--- src/hw/rtl/smm_pkg.sv ---
// ----------------------------------------------------------------------------
// smm_pkg
// Shared constants, codes and controller/datapath types for the sorted set
// merge engine.
// ----------------------------------------------------------------------------
package smm_pkg;

   // default queue depth per list
   localparam int QUEUE_DEPTH = 32;

   // element and operation widths
   localparam int VALUE_W = 64;
   localparam int OP_W    = 2;

   // set operation codes
   localparam logic [OP_W-1:0] OP_INTERSECT = 2'd0;
   localparam logic [OP_W-1:0] OP_UNION     = 2'd1;
   localparam logic [OP_W-1:0] OP_DIFF      = 2'd2;

   // one result before the overflow and last flags are attached
   typedef struct packed {
      logic [VALUE_W-1:0] value;
      logic               has_value;
      logic               done_flag;
   } result_type;

   // controller to datapath
   typedef struct packed {
      logic take_req;
      logic do_step;
      logic do_done;
      logic do_last;
   } cmd_type;

   // datapath to controller
   typedef struct packed {
      logic loop_go;
      logic step_emit;
      logic pend_valid;
      logic out_free;
      logic done_cond;
      logic ovf;
   } status_type;

endpackage

--- src/hw/rtl/smm_ram.sv ---
// ----------------------------------------------------------------------------
// smm_ram
// Generic single-write, single-read RAM with registered read data.
// ----------------------------------------------------------------------------
module smm_ram #(
   parameter int WIDTH = smm_pkg::VALUE_W,
   parameter int DEPTH = smm_pkg::QUEUE_DEPTH,
   localparam int ADDR_W = (DEPTH > 1) ? $clog2(DEPTH) : 1
) (
   input  logic              clock,
   input  logic              wr_en,
   input  logic [ADDR_W-1:0] wr_addr,
   input  logic [WIDTH-1:0]  wr_data,
   input  logic [ADDR_W-1:0] rd_addr,
   output logic [WIDTH-1:0]  rd_data
);

   logic [WIDTH-1:0] mem_ff [DEPTH];
   logic [WIDTH-1:0] rd_data_ff;

   // write port
   always_ff @(posedge clock) begin
      if (wr_en) begin
         mem_ff[wr_addr] <= wr_data;
      end
   end

   // registered read port
   always_ff @(posedge clock) begin
      rd_data_ff <= mem_ff[rd_addr];
   end

   assign rd_data = rd_data_ff;

endmodule

--- src/hw/rtl/smm_datapath.sv ---
// ----------------------------------------------------------------------------
// smm_datapath
// List queues, head/count pointers, merge compare, pending result and
// response register.
// ----------------------------------------------------------------------------
module smm_datapath #(
   parameter int QUEUE_DEPTH = smm_pkg::QUEUE_DEPTH
) (
   input  logic                           clock,
   input  logic                           reset,
   input  smm_pkg::cmd_type               cmd,
   output smm_pkg::status_type            status,
   input  logic                           csr_wr_en,
   input  logic [smm_pkg::OP_W-1:0]       csr_wr_data,
   input  logic                           req_list_sel,
   input  logic                           req_has_value,
   input  logic [smm_pkg::VALUE_W-1:0]    req_value,
   input  logic                           req_end_of_list,
   input  logic                           rsp_ready,
   output logic                           rsp_valid,
   output logic [smm_pkg::VALUE_W-1:0]    rsp_value_res,
   output logic                           rsp_has_value_res,
   output logic                           rsp_done_res,
   output logic                           rsp_overflow,
   output logic                           rsp_last
);

   localparam int ADDR_W = (QUEUE_DEPTH > 1) ? $clog2(QUEUE_DEPTH) : 1;
   localparam int CNT_W  = $clog2(QUEUE_DEPTH + 1);
   localparam int SUM_W  = CNT_W + 1;
   localparam logic [CNT_W-1:0]  CNT_FULL  = CNT_W'(QUEUE_DEPTH);
   localparam logic [ADDR_W-1:0] HEAD_LAST = ADDR_W'(QUEUE_DEPTH - 1);
   localparam logic [SUM_W-1:0]  SUM_WRAP  = SUM_W'(QUEUE_DEPTH);

   // queue pointers and list state
   logic [CNT_W-1:0]  count_a_ff, count_a_in, count_b_ff, count_b_in;
   logic [ADDR_W-1:0] head_a_ff, head_a_in, head_b_ff, head_b_in;
   logic              ended_a_ff, ended_a_in, ended_b_ff, ended_b_in;
   logic [smm_pkg::OP_W-1:0] set_op_ff;
   logic              ovf_ff, ovf_in;

   // pending result and response register
   smm_pkg::result_type pend_ff, pend_in, out_ff, out_in;
   logic              pend_valid_ff, pend_valid_in;
   logic              out_valid_ff, out_valid_in;
   logic              out_ovf_ff, out_ovf_in;
   logic              out_last_ff, out_last_in;

   // queue memory ports
   logic              wr_a_en, wr_b_en;
   logic [ADDR_W-1:0] wr_a_addr, wr_b_addr;
   logic [smm_pkg::VALUE_W-1:0] rd_a, rd_b;

   // merge step decode
   logic keep_a, keep_b, keep_eq;
   logic has_a, has_b;
   logic step_pop_a, step_pop_b, step_emit;
   logic [smm_pkg::VALUE_W-1:0] step_value;
   logic emit;
   smm_pkg::result_type emit_res;

   // slot behind the tail of a circular queue
   function automatic logic [ADDR_W-1:0] tail_slot(input logic [ADDR_W-1:0] head,
                                                   input logic [CNT_W-1:0] count);
      logic [SUM_W-1:0] sum;
      sum = SUM_W'(head) + SUM_W'(count);
      if (sum >= SUM_WRAP) begin
         sum = sum - SUM_WRAP;
      end
      return sum[ADDR_W-1:0];
   endfunction

   // head pointer advance with wrap
   function automatic logic [ADDR_W-1:0] head_next(input logic [ADDR_W-1:0] head);
      return (head == HEAD_LAST) ? '0 : head + ADDR_W'(1);
   endfunction

   assign wr_a_addr = tail_slot(head_a_ff, count_a_ff);
   assign wr_b_addr = tail_slot(head_b_ff, count_b_ff);

   smm_ram #(.WIDTH(smm_pkg::VALUE_W), .DEPTH(QUEUE_DEPTH)) u_queue_a (
      .clock   (clock),
      .wr_en   (wr_a_en),
      .wr_addr (wr_a_addr),
      .wr_data (req_value),
      .rd_addr (head_a_ff),
      .rd_data (rd_a)
   );

   smm_ram #(.WIDTH(smm_pkg::VALUE_W), .DEPTH(QUEUE_DEPTH)) u_queue_b (
      .clock   (clock),
      .wr_en   (wr_b_en),
      .wr_addr (wr_b_addr),
      .wr_data (req_value),
      .rd_addr (head_b_ff),
      .rd_data (rd_b)
   );

   // which elements the selected operation keeps
   always_comb begin
      keep_a  = 1'b0;
      keep_b  = 1'b0;
      keep_eq = 1'b0;
      case (set_op_ff)
         smm_pkg::OP_UNION: begin
            keep_a  = 1'b1;
            keep_b  = 1'b1;
            keep_eq = 1'b1;
         end
         smm_pkg::OP_DIFF: begin
            keep_a  = 1'b1;
         end
         default: begin
            keep_eq = 1'b1;
         end
      endcase
   end

   // one two-pointer step on the registered queue heads
   always_comb begin
      has_a      = (count_a_ff != '0);
      has_b      = (count_b_ff != '0);
      step_pop_a = 1'b0;
      step_pop_b = 1'b0;
      step_emit  = 1'b0;
      step_value = rd_a;
      if (has_a && has_b) begin
         if (rd_a < rd_b) begin
            step_pop_a = 1'b1;
            step_emit  = keep_a;
         end else if (rd_a > rd_b) begin
            step_pop_b = 1'b1;
            step_emit  = keep_b;
            step_value = rd_b;
         end else begin
            step_pop_a = 1'b1;
            step_pop_b = 1'b1;
            step_emit  = keep_eq;
         end
      end else if (has_a && ended_b_ff) begin
         step_pop_a = 1'b1;
         step_emit  = keep_a;
      end else if (has_b && ended_a_ff) begin
         step_pop_b = 1'b1;
         step_emit  = keep_b;
         step_value = rd_b;
      end
   end

   // status toward the controller
   always_comb begin
      status.loop_go    = (has_a && has_b) || (has_a && ended_b_ff) ||
                          (has_b && ended_a_ff);
      status.step_emit  = step_emit;
      status.pend_valid = pend_valid_ff;
      status.out_free   = !out_valid_ff || rsp_ready;
      status.done_cond  = ended_a_ff && ended_b_ff && !has_a && !has_b;
      status.ovf        = ovf_ff;
   end

   // next-state logic
   always_comb begin
      count_a_in    = count_a_ff;
      count_b_in    = count_b_ff;
      head_a_in     = head_a_ff;
      head_b_in     = head_b_ff;
      ended_a_in    = ended_a_ff;
      ended_b_in    = ended_b_ff;
      ovf_in        = ovf_ff;
      pend_in       = pend_ff;
      pend_valid_in = pend_valid_ff;
      out_in        = out_ff;
      out_valid_in  = out_valid_ff;
      out_ovf_in    = out_ovf_ff;
      out_last_in   = out_last_ff;
      wr_a_en       = 1'b0;
      wr_b_en       = 1'b0;
      emit          = 1'b0;
      emit_res      = '{value: step_value, has_value: 1'b1, done_flag: 1'b0};

      // accepted request: push element, mark end of list
      if (cmd.take_req) begin
         ovf_in = 1'b0;
         if (!req_list_sel && !ended_a_ff) begin
            if (req_has_value) begin
               if (count_a_ff == CNT_FULL) begin
                  ovf_in = 1'b1;
               end else begin
                  wr_a_en    = 1'b1;
                  count_a_in = count_a_ff + CNT_W'(1);
               end
            end
            if (req_end_of_list) begin
               ended_a_in = 1'b1;
            end
         end else if (req_list_sel && !ended_b_ff) begin
            if (req_has_value) begin
               if (count_b_ff == CNT_FULL) begin
                  ovf_in = 1'b1;
               end else begin
                  wr_b_en    = 1'b1;
                  count_b_in = count_b_ff + CNT_W'(1);
               end
            end
            if (req_end_of_list) begin
               ended_b_in = 1'b1;
            end
         end
      end

      // merge step: pop heads
      if (cmd.do_step) begin
         emit = step_emit;
         if (step_pop_a) begin
            count_a_in = count_a_ff - CNT_W'(1);
            head_a_in  = head_next(head_a_ff);
         end
         if (step_pop_b) begin
            count_b_in = count_b_ff - CNT_W'(1);
            head_b_in  = head_next(head_b_ff);
         end
      end

      // both lists finished: done result and self clear
      if (cmd.do_done) begin
         emit       = 1'b1;
         emit_res   = '{value: '0, has_value: 1'b0, done_flag: 1'b1};
         head_a_in  = '0;
         head_b_in  = '0;
         ended_a_in = 1'b0;
         ended_b_in = 1'b0;
      end

      // response register drains on handshake
      if (out_valid_ff && rsp_ready) begin
         out_valid_in = 1'b0;
      end

      // new result: older pending one moves to the response register
      if (emit) begin
         if (pend_valid_ff) begin
            out_valid_in = 1'b1;
            out_in       = pend_ff;
            out_ovf_in   = ovf_ff;
            out_last_in  = 1'b0;
         end
         pend_in       = emit_res;
         pend_valid_in = 1'b1;
      end

      // end of request: final result carries last
      if (cmd.do_last) begin
         if (pend_valid_ff) begin
            out_valid_in  = 1'b1;
            out_in        = pend_ff;
            out_ovf_in    = ovf_ff;
            out_last_in   = 1'b1;
            pend_valid_in = 1'b0;
         end else if (ovf_ff) begin
            out_valid_in = 1'b1;
            out_in       = '{value: '0, has_value: 1'b0, done_flag: 1'b0};
            out_ovf_in   = 1'b1;
            out_last_in  = 1'b1;
         end
      end
   end

   // control registers
   always_ff @(posedge clock) begin
      if (reset) begin
         count_a_ff    <= '0;
         count_b_ff    <= '0;
         head_a_ff     <= '0;
         head_b_ff     <= '0;
         ended_a_ff    <= 1'b0;
         ended_b_ff    <= 1'b0;
         set_op_ff     <= smm_pkg::OP_INTERSECT;
         ovf_ff        <= 1'b0;
         pend_valid_ff <= 1'b0;
         out_valid_ff  <= 1'b0;
      end else begin
         count_a_ff    <= count_a_in;
         count_b_ff    <= count_b_in;
         head_a_ff     <= head_a_in;
         head_b_ff     <= head_b_in;
         ended_a_ff    <= ended_a_in;
         ended_b_ff    <= ended_b_in;
         ovf_ff        <= ovf_in;
         pend_valid_ff <= pend_valid_in;
         out_valid_ff  <= out_valid_in;
         if (csr_wr_en) begin
            set_op_ff <= csr_wr_data;
         end
      end
   end

   // payload registers
   always_ff @(posedge clock) begin
      pend_ff     <= pend_in;
      out_ff      <= out_in;
      out_ovf_ff  <= out_ovf_in;
      out_last_ff <= out_last_in;
   end

   assign rsp_valid         = out_valid_ff;
   assign rsp_value_res     = out_ff.value;
   assign rsp_has_value_res = out_ff.has_value;
   assign rsp_done_res      = out_ff.done_flag;
   assign rsp_overflow      = out_ovf_ff;
   assign rsp_last          = out_last_ff;

endmodule

--- config.mk ---
export PLATFORM = sky130hd
export DESIGN_NAME = smm_datapath
export DESIGN_NICKNAME = d
export VERILOG_FILES = /design/src/hw/rtl/smm_pkg.sv /design/src/hw/rtl/smm_ram.sv /design/src/hw/rtl/smm_datapath.sv
export SDC_FILE = /design/constraint.sdc
export NUM_CORES = 2
export LEC_CHECK = 0
export BUFFER_PORTS_ARGS = -buffer_cell sky130_fd_sc_hd__buf_4
export CORE_MARGIN = 1.5
export CORE_UTILIZATION = 56
export CTS_CLUSTER_SIZE = 8
export DETAILED_ROUTE_END_ITERATION = 12
export PLACE_DENSITY = 0.75
export SETUP_SLACK_MARGIN = 0.2
export SLEW_MARGIN = 15
export SYNTH_ARGS = -nofsm -noshare
export SYNTH_HDL_FRONTEND = slang
export SYNTH_HIERARCHICAL = 1
export SYNTH_SLANG_ARGS = --single-unit
--- constraint.sdc ---
create_clock -name clock -period 12.2 [get_ports clock]
set_input_delay 1.22 -clock clock [delete_from_list [all_inputs] [get_ports clock]]
set_output_delay 1.22 -clock clock [all_outputs]
set_load 0.01 [all_outputs]
==> flow_metrics.env <==
export IMPL_status="finished, final reports clean"
export IMPL_cts_resized=0
export IMPL_tritoncts="done"
export IMPL_clk_latency_ns=1.07
export IMPL_worstMarginPinSlew_ns=1.33
export IMPL_synth_seq_cells=4387
export IMPL_critPathMaxFanout=4
export IMPL_synth_edf_count=4162
export IMPL_grt_pass1_vias=86700
export IMPL_finalHoldViolCount=0
export IMPL_grt_use_total_pct=31.9
export IMPL_placed_area_um2=174000
export IMPL_post_drt_wl_per_cell_um=39.6
export IMPL_fmaxAchievable_ghz=0.164
export IMPL_slew_limit_headroom_pct=11.0
export IMPL_via_per_inst=7.00
export IMPL_die_w_um=550
export IMPL_min_period_over_period_pct=49.9
export IMPL_numCtsBuffers=619
export IMPL_dp_hpwl_um=239000
export IMPL_synthToLayoutAreaGrowth_pct=14.7
export IMPL_detail_route_wirelength_um=479000
export IMPL_synth_nets=7348
export IMPL_synth_distinct_cells=66
export IMPL_place_congestion=0.877
export IMPL_core_area_um2=297000
export IMPL_powerDensity_nw_per_um2=195
export IMPL_max_cap_violations=0
export IMPL_hold_start="csr_wr_data[1]"
export IMPL_cts_setup_buffers=0
export IMPL_die_h_um=550
export IMPL_drive_gt1_share_pct=30.6
export IMPL_async_flop_share_pct=0
export IMPL_io_pins=152
export IMPL_synth_top_flop_cell="edfxtp_1"
export IMPL_power_uw=37500
export IMPL_clkSlewWorstSetupHoldPaths_ns=0.05
export IMPL_finalCriticalPeriod_ns=6.09
export IMPL_drv_slew=0
export IMPL_rr_worst_depth=9
export IMPL_avgSynthCellArea_um2=23.3
export IMPL_p_leak_uw=0.0604
export IMPL_rsz0062_at_grt="false"
export IMPL_finalSetupTns_ns=0
export IMPL_final_area_um2=192000
export IMPL_clockBufferDepth=4
export IMPL_critPathCaptureType="output pin"
export IMPL_min_delay_path_depth=3
export IMPL_cts_max_level=6
export IMPL_drc=0
export IMPL_ir_drop_v=0.000200
export IMPL_grt_pass1_wl_um=667000
export IMPL_fin_worst_skew_ns=0.0827
export IMPL_cts_root_buf="clkbuf_16"
export IMPL_fin_util_pct=64.6
export IMPL_port_buffers=151
export IMPL_rows=200
export IMPL_synth_area_um2=167000
export IMPL_antenna_found_initial=23
export IMPL_drt_iter0_drc=13300
export IMPL_worstPathRequired_ns=10.98
export IMPL_hp_class="primary input to register"
export IMPL_grt_max_degree=117
export IMPL_setup_violations=0
export IMPL_fp_dieArea_um2=302000
export IMPL_synth_cells=7187
export IMPL_ys_warn_count=6
export IMPL_r2r_start="head_a_ff[1]"
export IMPL_ctsHoldBuffers=0
export IMPL_nets=7972
export IMPL_cp_start_kind="register"
export IMPL_ys_seq_area_share_pct=77.4
export IMPL_ant_nets=0
export IMPL_vias=84600
export IMPL_crit_start="u_queue_b/rd_data[26]"
export IMPL_drt_pass1_iter_count=8
export IMPL_start_util_pct=56.3
export IMPL_cp_arrival_ns=4.87
export IMPL_grt_overflow_total=0
export IMPL_clock_sinks=4387
export IMPL_crit_type="register to output pin"
synthesized netlist by cell type, types with 21 or more instances:
| cell type | count | area, um2 |
|---|---|---|
| a21oi_1 | 46 | 230 |
| a221oi_1 | 29 | 254 |
| buf_1 | 41 | 154 |
| buf_2 | 136 | 681 |
| buf_4 | 36 | 270 |
| clkbuf_1 | 129 | 484 |
| dfxtp_1 | 225 | 4500 |
| edfxtp_1 | 4162 | 125000 |
| ha_1 | 82 | 1030 |
| inv_1 | 154 | 578 |
| mux2_2 | 151 | 1700 |
| mux2i_1 | 218 | 2180 |
| mux4_2 | 1204 | 27100 |
| nand2_1 | 104 | 390 |
| nand3_1 | 27 | 135 |
| nor2_1 | 180 | 676 |
| o21ai_0 | 35 | 175 |
| o22ai_1 | 21 | 131 |
metrics by stage:
stage | setup WS, ns | cells | hold slack [ns]
after floorplan | 6.40 | 7187 | 0.466
after global placement | 6.41 | 11100 | 0.450
after detailed placement | 6.35 | 11100 | 0.453
after CTS | 6.10 | 12100 | 0.353
after global routing | 6.00 | 12100 | 0.408
final | 6.11 | 12100 | 0.395
logic make-up (layout without fill, tap and decap cells):
family / after synthesis / count (layout) / synth area share (%)
AOI/OAI and AO/OA: 204 / 204 / 0.835
xor gates and xnor gates: 12 / 12 / 0.0628
adders and majority gates: 84 / 84 / 0.637
buffers and inverters: 510 / 1470 / 1.39
DFF: 4387 / 4387 / 77.4
muxes: 1573 / 1573 / 18.5
other: 0 / 12 / 0
and+or+nand+nor: 417 / 417 / 1.15
layout by cell type, fill, tap and decap left out, types with 46 or more instances in the layout:
cell       count
ha_1          82
nor2_4        64
mux2i_1      218
clkbuf_1     277
dfxtp_1      215
a21oi_1       46
mux2_2       151
edfxtp_1    4162
nand2_1      102
mux4_2      1204
inv_1        154
clkbuf_16    624
buf_4        347
nor2_1       116
layer usage:
| layer | vias to the layer above | part of all wire, % | wire, um | global-route usage, % |
|---|---|---|---|---|
| met5 | - | 0.022 | 104 | 0 |
| li1 | 31500 | - | - | - |
| met1 | 44700 | 33 | 158000 | 41.2 |
| met4 | 16 | 6.2 | 29900 | 17.3 |
| met3 | 1449 | 13 | 60700 | 7.62 |
| met2 | 6958 | 48 | 230000 | 50.8 |
area by class of cell:
| type | count | area [um2] |
|---|---|---|
| Sequential cell | 4387 | 130000 |
| Fill cell | 17900 | 105000 |
| Multi-Input combinational cell | 2290 | 36000 |
| Clock buffer | 901 | 16700 |
| Tap cell | 3939 | 4930 |
| Timing Repair Buffer | 357 | 2790 |
| Clock inverter | 56 | 1320 |
| Inverter | 156 | 586 |
| Antenna cell | 12 | 30.0 |
report_power, final:
part	total (uW)	internal [uW]	switching, uW	leakage, uW
Combinational	4000	1700	2290	0.0125
Sequential	17500	17100	436	0.0394
Clock	15900	9480	6450	0.00856
Total	37500	28300	9180	0.0604
critical path: stages (launching register included):
cell and delay (ns):
dfxtp_1 0.48, inv_1 0.11, ha_1 0.33, nand4_1 0.21
nor4_1 0.87, nand2_1 0.32, nor3_2 0.56, mux2i_1 0.29
a21oi_2 0.06, nor4b_4 0.37, nor2b_1 0.10, buf_4 0.16
final timing paths:
path / endpoint / slack (ns)
worst min-delay path: set_op_ff[1] / 0.39
worst max-delay path: status[4] / 6.11
worst min register to register: rsp_value_res[46] / 0.47
worst max register to register: u_queue_a/mem_ff[18][62] / 6.36
sequential cells by signal (all words and copies together) (netlist names), 2 cells and up:
name and count:
u_queue_b/mem_ff 2048, u_queue_a/mem_ff 2048, count_b_ff 6, head_a_ff 5
head_b_ff 5, rsp_value_res 64, pend_ff 66, set_op_ff 2
u_queue_b/rd_data 64, count_a_ff 6, u_queue_a/rd_data 64
Note: power is estimated with default switching activity, not from simulation.
