$ cat config.mk
export PLATFORM = sky130hd
export DESIGN_NAME = smm_controller
export DESIGN_NICKNAME = d
export VERILOG_FILES = /design/src/hw/rtl/smm_pkg.sv /design/src/hw/rtl/smm_controller.sv
export SDC_FILE = /design/constraint.sdc
export NUM_CORES = 1
export LEC_CHECK = 0
export ABC_AREA = 1
export BUFFER_PORTS_ARGS = -buffer_cell sky130_fd_sc_hd__buf_2
export CAP_MARGIN = 25
export CORE_MARGIN = 2
export CORE_UTILIZATION = 25
export CTS_BUF_LIST = sky130_fd_sc_hd__clkbuf_16
export CTS_CLUSTER_DIAMETER = 150
export DETAILED_ROUTE_END_ITERATION = 10
export GPL_ROUTABILITY_DRIVEN = 1
export RECOVER_POWER = 25
export SYNTH_ARGS = -nofsm -noshare
export SYNTH_HDL_FRONTEND = slang
export SYNTH_SLANG_ARGS = --single-unit
$ cat constraint.sdc
create_clock -name clock -period 2.13 [get_ports clock]
set_input_delay 0.213 -clock clock [delete_from_list [all_inputs] [get_ports clock]]
set_output_delay 0.213 -clock clock [all_outputs]
set_load 0.02 [all_outputs]
$ cat src/hw/rtl/smm_pkg.sv
// ----------------------------------------------------------------------------
// smm_pkg
// Shared constants, codes and controller/datapath types for the sorted set
// merge engine.
// ----------------------------------------------------------------------------
package smm_pkg;

   // default queue depth per list
   localparam int QUEUE_DEPTH = 32;

   // element and operation widths
   localparam int VALUE_W = 64;
   localparam int OP_W    = 2;

   // set operation codes
   localparam logic [OP_W-1:0] OP_INTERSECT = 2'd0;
   localparam logic [OP_W-1:0] OP_UNION     = 2'd1;
   localparam logic [OP_W-1:0] OP_DIFF      = 2'd2;

   // one result before the overflow and last flags are attached
   typedef struct packed {
      logic [VALUE_W-1:0] value;
      logic               has_value;
      logic               done_flag;
   } result_type;

   // controller to datapath
   typedef struct packed {
      logic take_req;
      logic do_step;
      logic do_done;
      logic do_last;
   } cmd_type;

   // datapath to controller
   typedef struct packed {
      logic loop_go;
      logic step_emit;
      logic pend_valid;
      logic out_free;
      logic done_cond;
      logic ovf;
   } status_type;

endpackage

$ cat src/hw/rtl/smm_controller.sv
// ----------------------------------------------------------------------------
// smm_controller
// Sequencer for one request: accept, merge steps, done check, final result.
// ----------------------------------------------------------------------------
module smm_controller (
   input  logic                clock,
   input  logic                reset,
   input  logic                req_valid,
   output logic                req_ready,
   input  smm_pkg::status_type status,
   output smm_pkg::cmd_type    cmd
);

   typedef enum logic [4:0] {
      S_IDLE = 5'b00001,
      S_READ = 5'b00010,
      S_CMP  = 5'b00100,
      S_FIN  = 5'b01000,
      S_LAST = 5'b10000
   } state_type;

   state_type state_ff, state_in;

   // next state and commands
   always_comb begin
      state_in = state_ff;
      cmd      = '0;
      unique case (state_ff)
         S_IDLE: begin
            if (req_valid) begin
               cmd.take_req = 1'b1;
               state_in     = S_READ;
            end
         end
         // queue heads are being read this cycle
         S_READ: begin
            state_in = status.loop_go ? S_CMP : S_FIN;
         end
         // hold the step while an emitted result has nowhere to go
         S_CMP: begin
            if (!(status.step_emit && status.pend_valid && !status.out_free)) begin
               cmd.do_step = 1'b1;
               state_in    = S_READ;
            end
         end
         S_FIN: begin
            if (!status.done_cond) begin
               state_in = S_LAST;
            end else if (!(status.pend_valid && !status.out_free)) begin
               cmd.do_done = 1'b1;
               state_in    = S_LAST;
            end
         end
         S_LAST: begin
            if (!((status.pend_valid || status.ovf) && !status.out_free)) begin
               cmd.do_last = 1'b1;
               state_in    = S_IDLE;
            end
         end
         default: begin
            state_in = S_IDLE;
         end
      endcase
   end

   always_ff @(posedge clock) begin
      if (reset) begin
         state_ff <= S_IDLE;
      end else begin
         state_ff <= state_in;
      end
   end

   assign req_ready = (state_ff == S_IDLE);

endmodule

==> results of run 1 <==
[path summary, 6_finish.rpt]
path | from | slack, ps | cells after the start | to
worst max-delay path | state_ff[2] | 660 | 4 | cmd[3]
worst min-delay path | reset | 180 | 2 | state_ff[1]
worst max register to register | state_ff[2] | 920 | 6 | state_ff[4]
worst min register to register | state_ff[4] | 480 | 2 | state_ff[4]
[cell usage in the layout (no fill, tap or decap)]
cell                        synthesis  routed
sky130_fd_sc_hd__buf_2              0      13
sky130_fd_sc_hd__nor2_1            14      15
sky130_fd_sc_hd__nand3_2            1       1
sky130_fd_sc_hd__nor2_2             3       2
sky130_fd_sc_hd__nand4_1            3       3
sky130_fd_sc_hd__clkbuf_16          0       3
sky130_fd_sc_hd__nand2_1           17      17
sky130_fd_sc_hd__nand3_1            2       2
sky130_fd_sc_hd__nor3_1             1       1
sky130_fd_sc_hd__inv_1             13      14
sky130_fd_sc_hd__a21oi_1            1       1
sky130_fd_sc_hd__o21a_1             1       1
sky130_fd_sc_hd__dfxtp_1            5       5
sky130_fd_sc_hd__nand2_2            3       3
[routing by layer]
metal  track usage [%]  vias up  wire (um)
met1              10.9      163        379
li1                  -      224          -
met5                 0        -          0
met3              6.52        2         67
met4              9.68        0         17
met2              18.4       14        380
[through the flow]
step	util, %	cells	hold slack [ps]
6_report	39.4	96	183
2_1_floorplan	-	64	282
4_1_cts	39.6	96	184
3_5_place_dp	33.6	92	421
3_3_place_gp	33.6	92	422
5_1_grt	39.4	96	191
[logic make-up after synthesis]
logic type	count (synthesis)
AND/OR/NAND/NOR	44
buffers and inverters	13
flip-flops	5
AO/OA/AOI/OAI	2
[cell type report]
type,count,area [um^2]
inverters,13,48.8
flip-flops and latches,5,100
well taps,15,18.8
clock inverters,1,3.75
fillers,146,798
clock buffers,3,75.1
repair buffers,13,65.1
multi-input cells,46,208
[power groups by stage]
stage | clock, mW | combinational (mW) | sequential [mW]
final | 0.307 | 0.273 | 0.139
after global routing | 0.319 | 0.314 | 0.142
after CTS | 0.313 | 0.276 | 0.140
after detailed placement | 0 | 0.274 | 0.139
after global placement | 0 | 0.276 | 0.140
after floorplan | 0 | 0.209 | 0.136
==> out/metrics.yaml, run 1 <==
yosys:
  synth-edff-count: 0
  async_reset_ff_share_pct: 0
  synth.area.top_cells: "sky130_fd_sc_hd__dfxtp_1, sky130_fd_sc_hd__nand2_1, sky130_fd_sc_hd__nor2_1"
  muxShareOfSynthArea_pct: 0
  post_synth_num_cell_types: 12
  post_synth_and_or_nand_nor_area_fraction_pct: 55.1
  yosys.area_share.adder_pct: 0
  syn_area_per_cell_um2: 5.61
  yosys-top-cells-count: "sky130_fd_sc_hd__nand2_1, sky130_fd_sc_hd__nor2_1, sky130_fd_sc_hd__inv_1, sky130_fd_sc_hd__dfxtp_1"
  synth.most_common_cell: "sky130_fd_sc_hd__nand2_1"
  fraction_of_synthesized_cell_area_taken_by_the_top_area_cell_type_pct: 27.9
  ys_seq_area_share_pct: 27.9
  synth_top_family_by_area: "simple AND/OR/NAND/NOR gates"
  ys_seq_elements: 5
  synth.yosys.warnings: 0
  xor_and_xnor_fraction_of_the_mapped_netlist_area_pct: 0
  synth_compound_area_share_pct: 3.48
  synth_area_um2: 359
  dominantRegCellSynth: "sky130_fd_sc_hd__dfxtp_1"
  synthesis.nets: 73
  syn_inst: 64
  synth_largest_area_cell: "sky130_fd_sc_hd__dfxtp_1"
clock_tree:
  clk-insertion-delay-late_ps: 230
  clock_sinks: 5
  cts.hold.buffers_added: 0
  cts_buffers: 3
  cts_root_buffer: "sky130_fd_sc_hd__clkbuf_16"
  post_cts.repair.setup_buffers: 0
  clock_tree.htree_level_count: 1
  clock_tree_from_tritoncts: "yes"
  cts_resized: 0
  clock_edge_transition_at_the_registers_on_the_reported_setup_and_hold_paths_ps: 30
  cts_buffer_depth: 2
sta:
  grt_setup_unrepaired: "no"
  tightestPinTransition_ps: 309
  timing.final.ws_setup_ps: 664
  fmax_mhz: 682
  final_setup_tns_ps: 0
  slew_viol_final: 0
  relSlewSlack_pct: 79.3
  setup_viol_count_final: 0
  final_hold_violation_count: 0
  finClkSkew_ps: 3.11
  min_period_ps: 1470
  final.period_utilization_pct: 68.8
power_and_ir_drop:
  part_of_the_power_in_combinational_logic_pct: 38.0
  leakage_power_of_the_design_nw: 0.307
  vdd.ir_drop.worst_v: 0.000479
  power.internal_uw: 457
  switching_share_pct: 36.5
  total_power_per_unit_cell_area_nw_per_um2: 1390
  overall_power_of_the_completed_layout_uw: 720
  netSwitchingPower_uw: 263
  power_frac_clock_pct: 42.6
  share_seq_of_total_power_pct: 19.4
placed_design:
  dpl_cell_area_um2: 443
  io_buffers: 13
  detailed_place_hpwl_um: 646
  dp_slack_ps: 968
  place.gp.congestion: 0.752
setup_path:
  crit_path_cell_trace: "nor2_1, nand3_1, nor2_1, buf_2"
  cpLargestDelayFamily: "simple AND/OR/NAND/NOR gates"
  worst-endpoint-arrival_ps: 1250
  timing.critical_path.slowest_cell_delay_ps: 300
  path_class: "reg -> out"
  worst-endpoint-required_ps: 1920
  critical_path.most_common_cell: "sky130_fd_sc_hd__nor2_1"
  critical_path.slowest_cell: "sky130_fd_sc_hd__dfxtp_1"
  critical_path_peak_fanout: 5
  endpoint_kind: "output pin"
  setup.worst_path.start_class: "flip-flop"
  cp_num_buf_inv: 1
routing:
  average_wire_length_per_cell_after_detail_routing_um: 8.79
  first_iter_violations: 12
  remaining_drc_errors: 0
  detail-route-antenna-nets: 0
  detailroute.via_count: 403
  number_of_search_and_repair_iterations_in_the_first_detailed_routing_pass: 4
  drt_wl_total_um: 844
  drt-vias-per-instance: 4.20
grt:
  globalRoute.totalOverflow: 0
  maximum_number_of_pins_on_one_net_before_global_route_repair: 6
  grt_pass1_wl_um: 1420
  gr-usage-all-layers_pct: 11.7
  first_global_vias: 363
  grt_antenna_before_repair: 0
hold_path:
  worst_hold_check_path_type: "in -> reg"
floorplanning:
  core.rowCount: 13
  num_io_pins: 14
  floorplan.initialDensity_pct: 27.3
  die_area_um2: 1760
  die_height_um: 41.9
  core-area_um2: 1320
  floorplan.die.width_um: 41.9
flow_run:
  cap_violations: 0
finish:
  post_route_cells_drive_above_1_share_pct: 27.2
  finalNetCount: 91
  number_of_flip_flops_under_the_largest_register_name: 5
  area_growth_syn_to_layout_pct: 44.6
  antennaDiodeCount: 0
  final_design_area_no_fill_um2: 519
  top_register_by_number_of_flip_flops: "state_ff"
  biggestRegsByFlops: "state_ff x5"
status:
  status: "completed"
(Power assumes the default switching activity.)
==> run 2, diff against run 1 <==
==> constraint.sdc (replaced) <==
create_clock -name clock -period 1.23 [get_ports clock]
set_input_delay 0.123 -clock clock [delete_from_list [all_inputs] [get_ports clock]]
set_output_delay 0.123 -clock clock [all_outputs]
set_load 0.02 [all_outputs]
==> run 2 against run 1 <==
Effect of this change:
- the flow now finishes with violations (negative setup slack)
- first-iteration DRC count shrank 75%
- combinational power rose by 140%
- sequential share of layout area is 2.1 points lower
- critical path depth up 2
- non-clock buffer count is 5 higher
- sequential power up 100%
==> out/metrics.yaml, run 2 (synthesis gave the netlist of run 1 again) <==
placed_design:
  dp_slack_ps: 111  # -857 ps
  detailed_place_hpwl_um: 675  # +4.4%
  io_buffers: 13  # unchanged
  place.gp.congestion: 0.792  # +5.3%
  dp.cells: 92  # unchanged
floorplanning:
  core-area_um2: 1320  # unchanged
  num_io_pins: 14  # unchanged
  die_height_um: 41.9  # unchanged
  floorplan.die.width_um: 41.9  # unchanged
  floorplan.initialDensity_pct: 27.3  # unchanged
  die_area_um2: 1760  # unchanged
  core.rowCount: 13  # unchanged
status:
  violations: "negative setup slack"
  status: "finished, violations left"
setup_path:
  worst-endpoint-required_ps: 1110  # -810 ps
  critical_path_peak_fanout: 2  # -3
  worst-endpoint-arrival_ps: 1140  # -110 ps
  endpoint_kind: "output pin"
  critical_path.most_common_cell: "sky130_fd_sc_hd__nand2_2"
  setup.worst_path.start_class: "flip-flop"
  timing.critical_path.slowest_cell_delay_ps: 330  # +30 ps
  cpLargestDelayFamily: "simple AND/OR/NAND/NOR gates"
  cp_num_buf_inv: 2  # +1
  crit_path_cell_trace: "nor2_2, nand2_2, inv_2, nand2_2, nor2_1, buf_4"
  path_class: "reg -> out"
  critical_path.slowest_cell: "sky130_fd_sc_hd__dfxtp_2"
routing:
  number_of_search_and_repair_iterations_in_the_first_detailed_routing_pass: 4  # unchanged
  drt-vias-per-instance: 4.75  # +13%
  detailroute.via_count: 480  # +19%
  remaining_drc_errors: 0  # unchanged
  first_iter_violations: 3  # -9
  drt_wl_total_um: 1030  # +22%
  detail-route-antenna-nets: 0  # unchanged
  average_wire_length_per_cell_after_detail_routing_um: 10.2  # +16%
hold_path:
  worst_hold_check_path_type: "in -> reg"
clock_tree:
  clock_tree_from_tritoncts: "yes"
  cts_buffers: 3  # unchanged
  clock_sinks: 5  # unchanged
  clk-insertion-delay-late_ps: 220  # about the same
  cts_root_buffer: "sky130_fd_sc_hd__clkbuf_16"
  clock_edge_transition_at_the_registers_on_the_reported_setup_and_hold_paths_ps: 30  # about the same
  cts.hold.buffers_added: 0  # unchanged
  cts_buffer_depth: 2  # unchanged
  clock_tree.htree_level_count: 1  # unchanged
finish:
  most_common_cell_after_layout_fill_and_taps_aside: "sky130_fd_sc_hd__nand2_1"
  biggestRegsByFlops: "state_ff x5"
  final.fill_count: 146  # unchanged
  top_register_by_number_of_flip_flops: "state_ff"
  post_layout_nonfiller_instances: 101  # +5.2%
  layout.cells.most_common_list: "sky130_fd_sc_hd__nand2_1, sky130_fd_sc_hd__inv_1, sky130_fd_sc_hd__nor2_1, sky130_fd_sc_hd__buf_2, sky130_fd_sc_hd__buf_4"
  antennaDiodeCount: 0  # unchanged
  area_growth_syn_to_layout_pct: 70.4
  layout.core_utilization_pct: 46.4  # +7.0 points
  post_route_cells_drive_above_1_share_pct: 50.0  # +23 points
  finalNetCount: 96  # +5.5%
  number_of_flip_flops_under_the_largest_register_name: 5  # unchanged
sta:
  setup_viol_count_final: 2  # +2
  min_period_ps: 1260
  timing.final.ws_setup_ps: -29.4  # -693 ps
  final_hold_violation_count: 0  # unchanged
  finClkSkew_ps: 0.303  # -2.81 ps
  fmax_mhz: 794
  slew_viol_final: 0  # unchanged
  hold_slack_ps: 90.6  # -92.0 ps
  relSlewSlack_pct: 85.5  # +6.2 points
  final.period_utilization_pct: 102
  grt_setup_unrepaired: "yes"
  tightestPinTransition_ps: 217  # -92.2 ps
  final_setup_tns_ps: -45.3  # -45.3 ps
grt:
  grt_antenna_before_repair: 0  # unchanged
  grt_pass1_wl_um: 1700  # +19%
  first_global_vias: 452  # +25%
  globalRoute.totalOverflow: 0  # unchanged
  maximum_number_of_pins_on_one_net_before_global_route_repair: 6  # unchanged
  gr-usage-all-layers_pct: 12.7  # +1.0 points
power_and_ir_drop:
  leakage_power_of_the_design_nw: 0.337  # +9.7%
  total_power_per_unit_cell_area_nw_per_um2: 2380  # +72%
  vdd.ir_drop.worst_v: 0.00128  # +170%
flow_run:
  cap_violations: 0  # unchanged
[run 2: worst register-to-register path: cells and delay by family, from the launching register on]
kind                   cells  cell delay (ps)
flip-flops                 1              330
AND/OR/NAND/NOR            8              600
buffers and inverters      1              130
[run 2: path summary, 6_finish.rpt]
kind / start / slack [ps] / endpoint / cells after the start
setup / recovery: state_ff[0] / -30 / cmd[2] / 6
hold reg to reg: state_ff[4] / 500 / state_ff[4] / 2
setup reg to reg: state_ff[0] / 50 / state_ff[4] / 9
hold / removal: reset / 90 / state_ff[2] / 2
[run 2: report_power, final]
group          internal [mW]  total (mW)  leakage (nW)  switching (mW)
logic                  0.269       0.659         0.252           0.390
registers              0.219       0.278        0.0420          0.0586
clock network          0.420       0.519        0.0423          0.0988
[run 2: per-stage QoR]
step	total power [mW]	instance area [um^2]
2_1_floorplan	0.598	359
3_3_place_gp	0.714	443
3_5_place_dp	0.716	443
4_1_cts	1.36	574
5_1_grt	1.56	612
6_report	1.46	612
[run 2: layout make-up]
cell class                 instances  area (um^2)  area share, %
multi-input combinational         46          245           40.1
clock inverter                     1         3.75          0.613
sequential                         5          105           17.2
clock buffer                       3         75.1           12.3
tap                               15         18.8           3.07
timing repair buffer              18          113           18.4
inverter                          13         51.3           8.38
[run 2: repair_timing]
action | in CTS | in global routing
pin swaps | 6 | 4
resized for setup | 13 | 10
buffers inserted | 4 | 1
gates cloned | 0 | 0
setup endpoints to repair | 4 | 8
[run 2: routing by layer]
| metal | vias to the layer above | track usage (%) | part of all wire [%] |
|---|---|---|---|
| met5 | - | 0 | 0 |
| met4 | 0 | 11.6 | 4.7 |
| met3 | 6 | 2.61 | 4.3 |
| met2 | 19 | 19.7 | 52 |
| met1 | 217 | 14.3 | 39 |
| li1 | 238 | - | - |
==> run 3, diff against run 2 <==
--- a/config.mk
+++ b/config.mk
@@ -6,13 +6,13 @@
 export NUM_CORES = 1
 export LEC_CHECK = 0
 export ABC_AREA = 1
-export BUFFER_PORTS_ARGS = -buffer_cell sky130_fd_sc_hd__buf_2
 export CAP_MARGIN = 25
-export CORE_MARGIN = 2
-export CORE_UTILIZATION = 25
+export CORE_AREA = 2 2 39 41
 export CTS_BUF_LIST = sky130_fd_sc_hd__clkbuf_16
 export CTS_CLUSTER_DIAMETER = 150
 export DETAILED_ROUTE_END_ITERATION = 10
+export DIE_AREA = 0 0 41 43
+export DONT_BUFFER_PORTS = 1
 export GPL_ROUTABILITY_DRIVEN = 1
 export RECOVER_POWER = 25
 export SYNTH_ARGS = -nofsm -noshare
==> run 3 against run 2 <==
Effect of this change:
- the run still ends with negative setup slack left
- combinational power down 14%
- setup slack improved by 4.6 ps
- clock power up 1%
- critical path type unchanged
- clock skew grew 0.75 ps
- register-to-register slack improved by 30 ps
- die area up 0.42%
- critical endpoint is now cmd[1]
==> out/metrics.yaml, run 3 (synthesis gave the netlist of run 1 again) <==
status:
  status: "finished, violations left"
  violations: "negative setup slack"
clock_tree:
  clock_edge_transition_at_the_registers_on_the_reported_setup_and_hold_paths_ps: 30  # about the same
  clk-insertion-delay-late_ps: 230  # about the same
  cts_buffers: 3  # unchanged
  cts_buffer_depth: 2  # unchanged
  cts_root_buffer: "sky130_fd_sc_hd__clkbuf_16"
  clock_sinks: 5  # unchanged
  clock_tree_from_tritoncts: "yes"
  clock_tree.htree_level_count: 1  # unchanged
grt:
  gr-usage-all-layers_pct: 10.9  # -1.7 points
  grt_pass1_wl_um: 1280  # -25%
  globalRoute.totalOverflow: 0  # unchanged
  first_global_vias: 344  # -24%
  grt_antenna_before_repair: 0  # unchanged
  maximum_number_of_pins_on_one_net_before_global_route_repair: 6  # unchanged
sta:
  grt_setup_unrepaired: "yes"
  timing.final.ws_setup_ps: -24.8  # +4.64 ps
  setup_viol_count_final: 1  # -1
  slew_viol_final: 0  # unchanged
  finClkSkew_ps: 1.05  # +0.748 ps
  final.period_utilization_pct: 102  # -0.38 points
  min_period_ps: 1250  # -4.64 ps
  final_setup_tns_ps: -24.8  # +20.6 ps
  final_hold_violation_count: 0  # unchanged
  fmax_mhz: 797  # +0.37%
  tightestPinTransition_ps: 186  # -31.1 ps
  relSlewSlack_pct: 87.6  # +2.1 points
placed_design:
  detailed_place_hpwl_um: 646  # -4.2%
  dpl_cell_area_um2: 402  # -9.3%
  place.gp.congestion: 0.776  # -2.0%
  io_buffers: 0  # -13
hold_path:
  worst_hold_check_path_type: "in -> reg"
routing:
  first_iter_violations: 4  # +1
  drt_wl_total_um: 910  # -12%
  dr.max_layer_used: "met4"
  detailroute.via_count: 411  # -14%
  drt-met1-wl_um: 376  # -5.5%
  met2_length_um: 426  # -21%
  routed-wl-met3_um: 87  # +98%
  drt-vias-per-instance: 4.47  # -6.0%
  average_wire_length_per_cell_after_detail_routing_um: 9.89  # -2.9%
  number_of_search_and_repair_iterations_in_the_first_detailed_routing_pass: 2  # -2
  detail-route-antenna-nets: 0  # unchanged
  remaining_drc_errors: 0  # unchanged
floorplanning:
  floorplan.die.width_um: 41  # -2.1%
  core.rowCount: 14  # +1
  floorplan.initialDensity_pct: 25.9  # -1.3 points
  die_height_um: 43  # +2.6%
  die_area_um2: 1760  # +0.42%
  num_io_pins: 14  # unchanged
  core-area_um2: 1380  # +5.0%
setup_path:
  critical_path.most_common_cell: "sky130_fd_sc_hd__nor2_4"
  endpoint_kind: "output pin"
  worstRegToRegCells: 9  # unchanged
  worst-endpoint-arrival_ps: 1130  # about the same
  setup.worst_path.start_class: "flip-flop"
  crit_start: "state_ff[1]"
  critical_path.endpoint: "cmd[1]"
  critical_path_peak_fanout: 4  # +2
  setup.reg_to_reg.worst_slack_ps: 80  # +30 ps
  r2r_start: "state_ff[4]"
  timing.critical_path.slowest_cell_delay_ps: 350  # +20 ps
  worst-endpoint-required_ps: 1110  # about the same
  path_class: "reg -> out"
  critical_path.slowest_cell: "sky130_fd_sc_hd__dfxtp_4"
  timing.rr.end: "state_ff[4]"
  crit_path_cell_trace: "nor2_4, nand2_4, nor2_4, inv_2, nor2_1, buf_4"
finish:
  area_growth_syn_to_layout_pct: 60.3
  finalNetCount: 86  # -10%
  multiInputGateArea_um2: 258  # +5.1%
  final_design_area_no_fill_um2: 576  # -5.9%
  biggestRegsByFlops: "state_ff x5"
  ff_latch_area_um2: 108  # +2.4%
  number_of_flip_flops_under_the_largest_register_name: 5  # unchanged
  final.fill_count: 153  # +4.8%
  layout.cells.most_common_list: "sky130_fd_sc_hd__nand2_1, sky130_fd_sc_hd__inv_1, sky130_fd_sc_hd__nor2_1"
  top_register_by_number_of_flip_flops: "state_ff"
  antennaDiodeCount: 0  # unchanged
  most_common_cell_after_layout_fill_and_taps_aside: "sky130_fd_sc_hd__nand2_1"
  post_route_cells_drive_above_1_share_pct: 43.4  # -6.6 points
flow_run:
  cap_violations: 0  # unchanged
power_and_ir_drop:
  total_power_per_unit_cell_area_nw_per_um2: 2390  # +0.35%
  switching_share_pct: 37.6  # -0.049 points
  part_of_the_power_in_combinational_logic_pct: 41.3  # -4.0 points
  vdd.ir_drop.worst_v: 0.00107  # -17%
  leakage_power_of_the_design_nw: 0.297  # -12%
  netSwitchingPower_uw: 516  # -5.7%
  power_frac_clock_pct: 38.3  # +2.6 points
  power.internal_uw: 858  # -5.5%
  share_seq_of_total_power_pct: 20.4  # +1.3 points
-- run 3: through the flow --
stage          power, mW  hold WS, ps  util, %  worst slack, ps  std cells
2_1_floorplan      0.598          192        -              160         64
3_3_place_gp       0.682          194     29.0              146         83
3_5_place_dp       0.686          197     29.0              142         83
4_1_cts             1.29         40.5     37.3            -51.6         90
5_1_grt             1.48         66.0     41.6            -85.9         92
6_report            1.37         34.9     41.6            -24.8         92
-- run 3: worst min-delay path by stage --
stage | from | to | slack (ps) | cells past startpoint
after floorplan | reset | state_ff[2] | 190 | 1
after global placement | reset | state_ff[2] | 190 | 1
after detailed placement | reset | state_ff[2] | 200 | 1
after CTS | status[5] | state_ff[2] | 40 | 2
after global routing | status[5] | state_ff[2] | 70 | 2
final | status[5] | state_ff[2] | 30 | 2
-- run 3: power groups by stage --
stage	combinational, mW	sequential [mW]	clock (mW)
finish	0.568	0.281	0.526
global route	0.648	0.286	0.547
CTS	0.505	0.251	0.536
detailed placement	0.443	0.243	0
global placement	0.438	0.244	0
floorplan	0.362	0.236	0
-- run 3: area by class of cell --
cell class | count | share of cell area (%)
inverter | 13 | 8.48
sequential | 5 | 18.7
clock inverter | 1 | 0.652
timing repair buffer | 8 | 10.9
tap | 16 | 3.48
clock buffer | 3 | 13.0
multi-input combinational | 46 | 44.8
-- run 3: repair_timing --
action                                  in CTS  in global routing
buffers inserted                             2                  2
cloned                                       0                  0
endpoints found under the setup margin       4                  8
resized for setup                            5                 17
pin swaps                                    4                  7
hold endpoints to repair                     3                  0
hold buffers                                 1                  0
-- run 3: per-layer routing --
layer,GRT usage [%],up-vias
met5,0,-
met4,8.00,0
li1,-,215
met1,13.5,177
met2,15.3,17
met3,3.14,2
-- run 3: critical path: cells and delay by family (launching register included) --
kind / cells / cell delay (ps)
buffers and inverters: 2 / 190
DFF: 1 / 350
and+or+nand+nor: 4 / 360
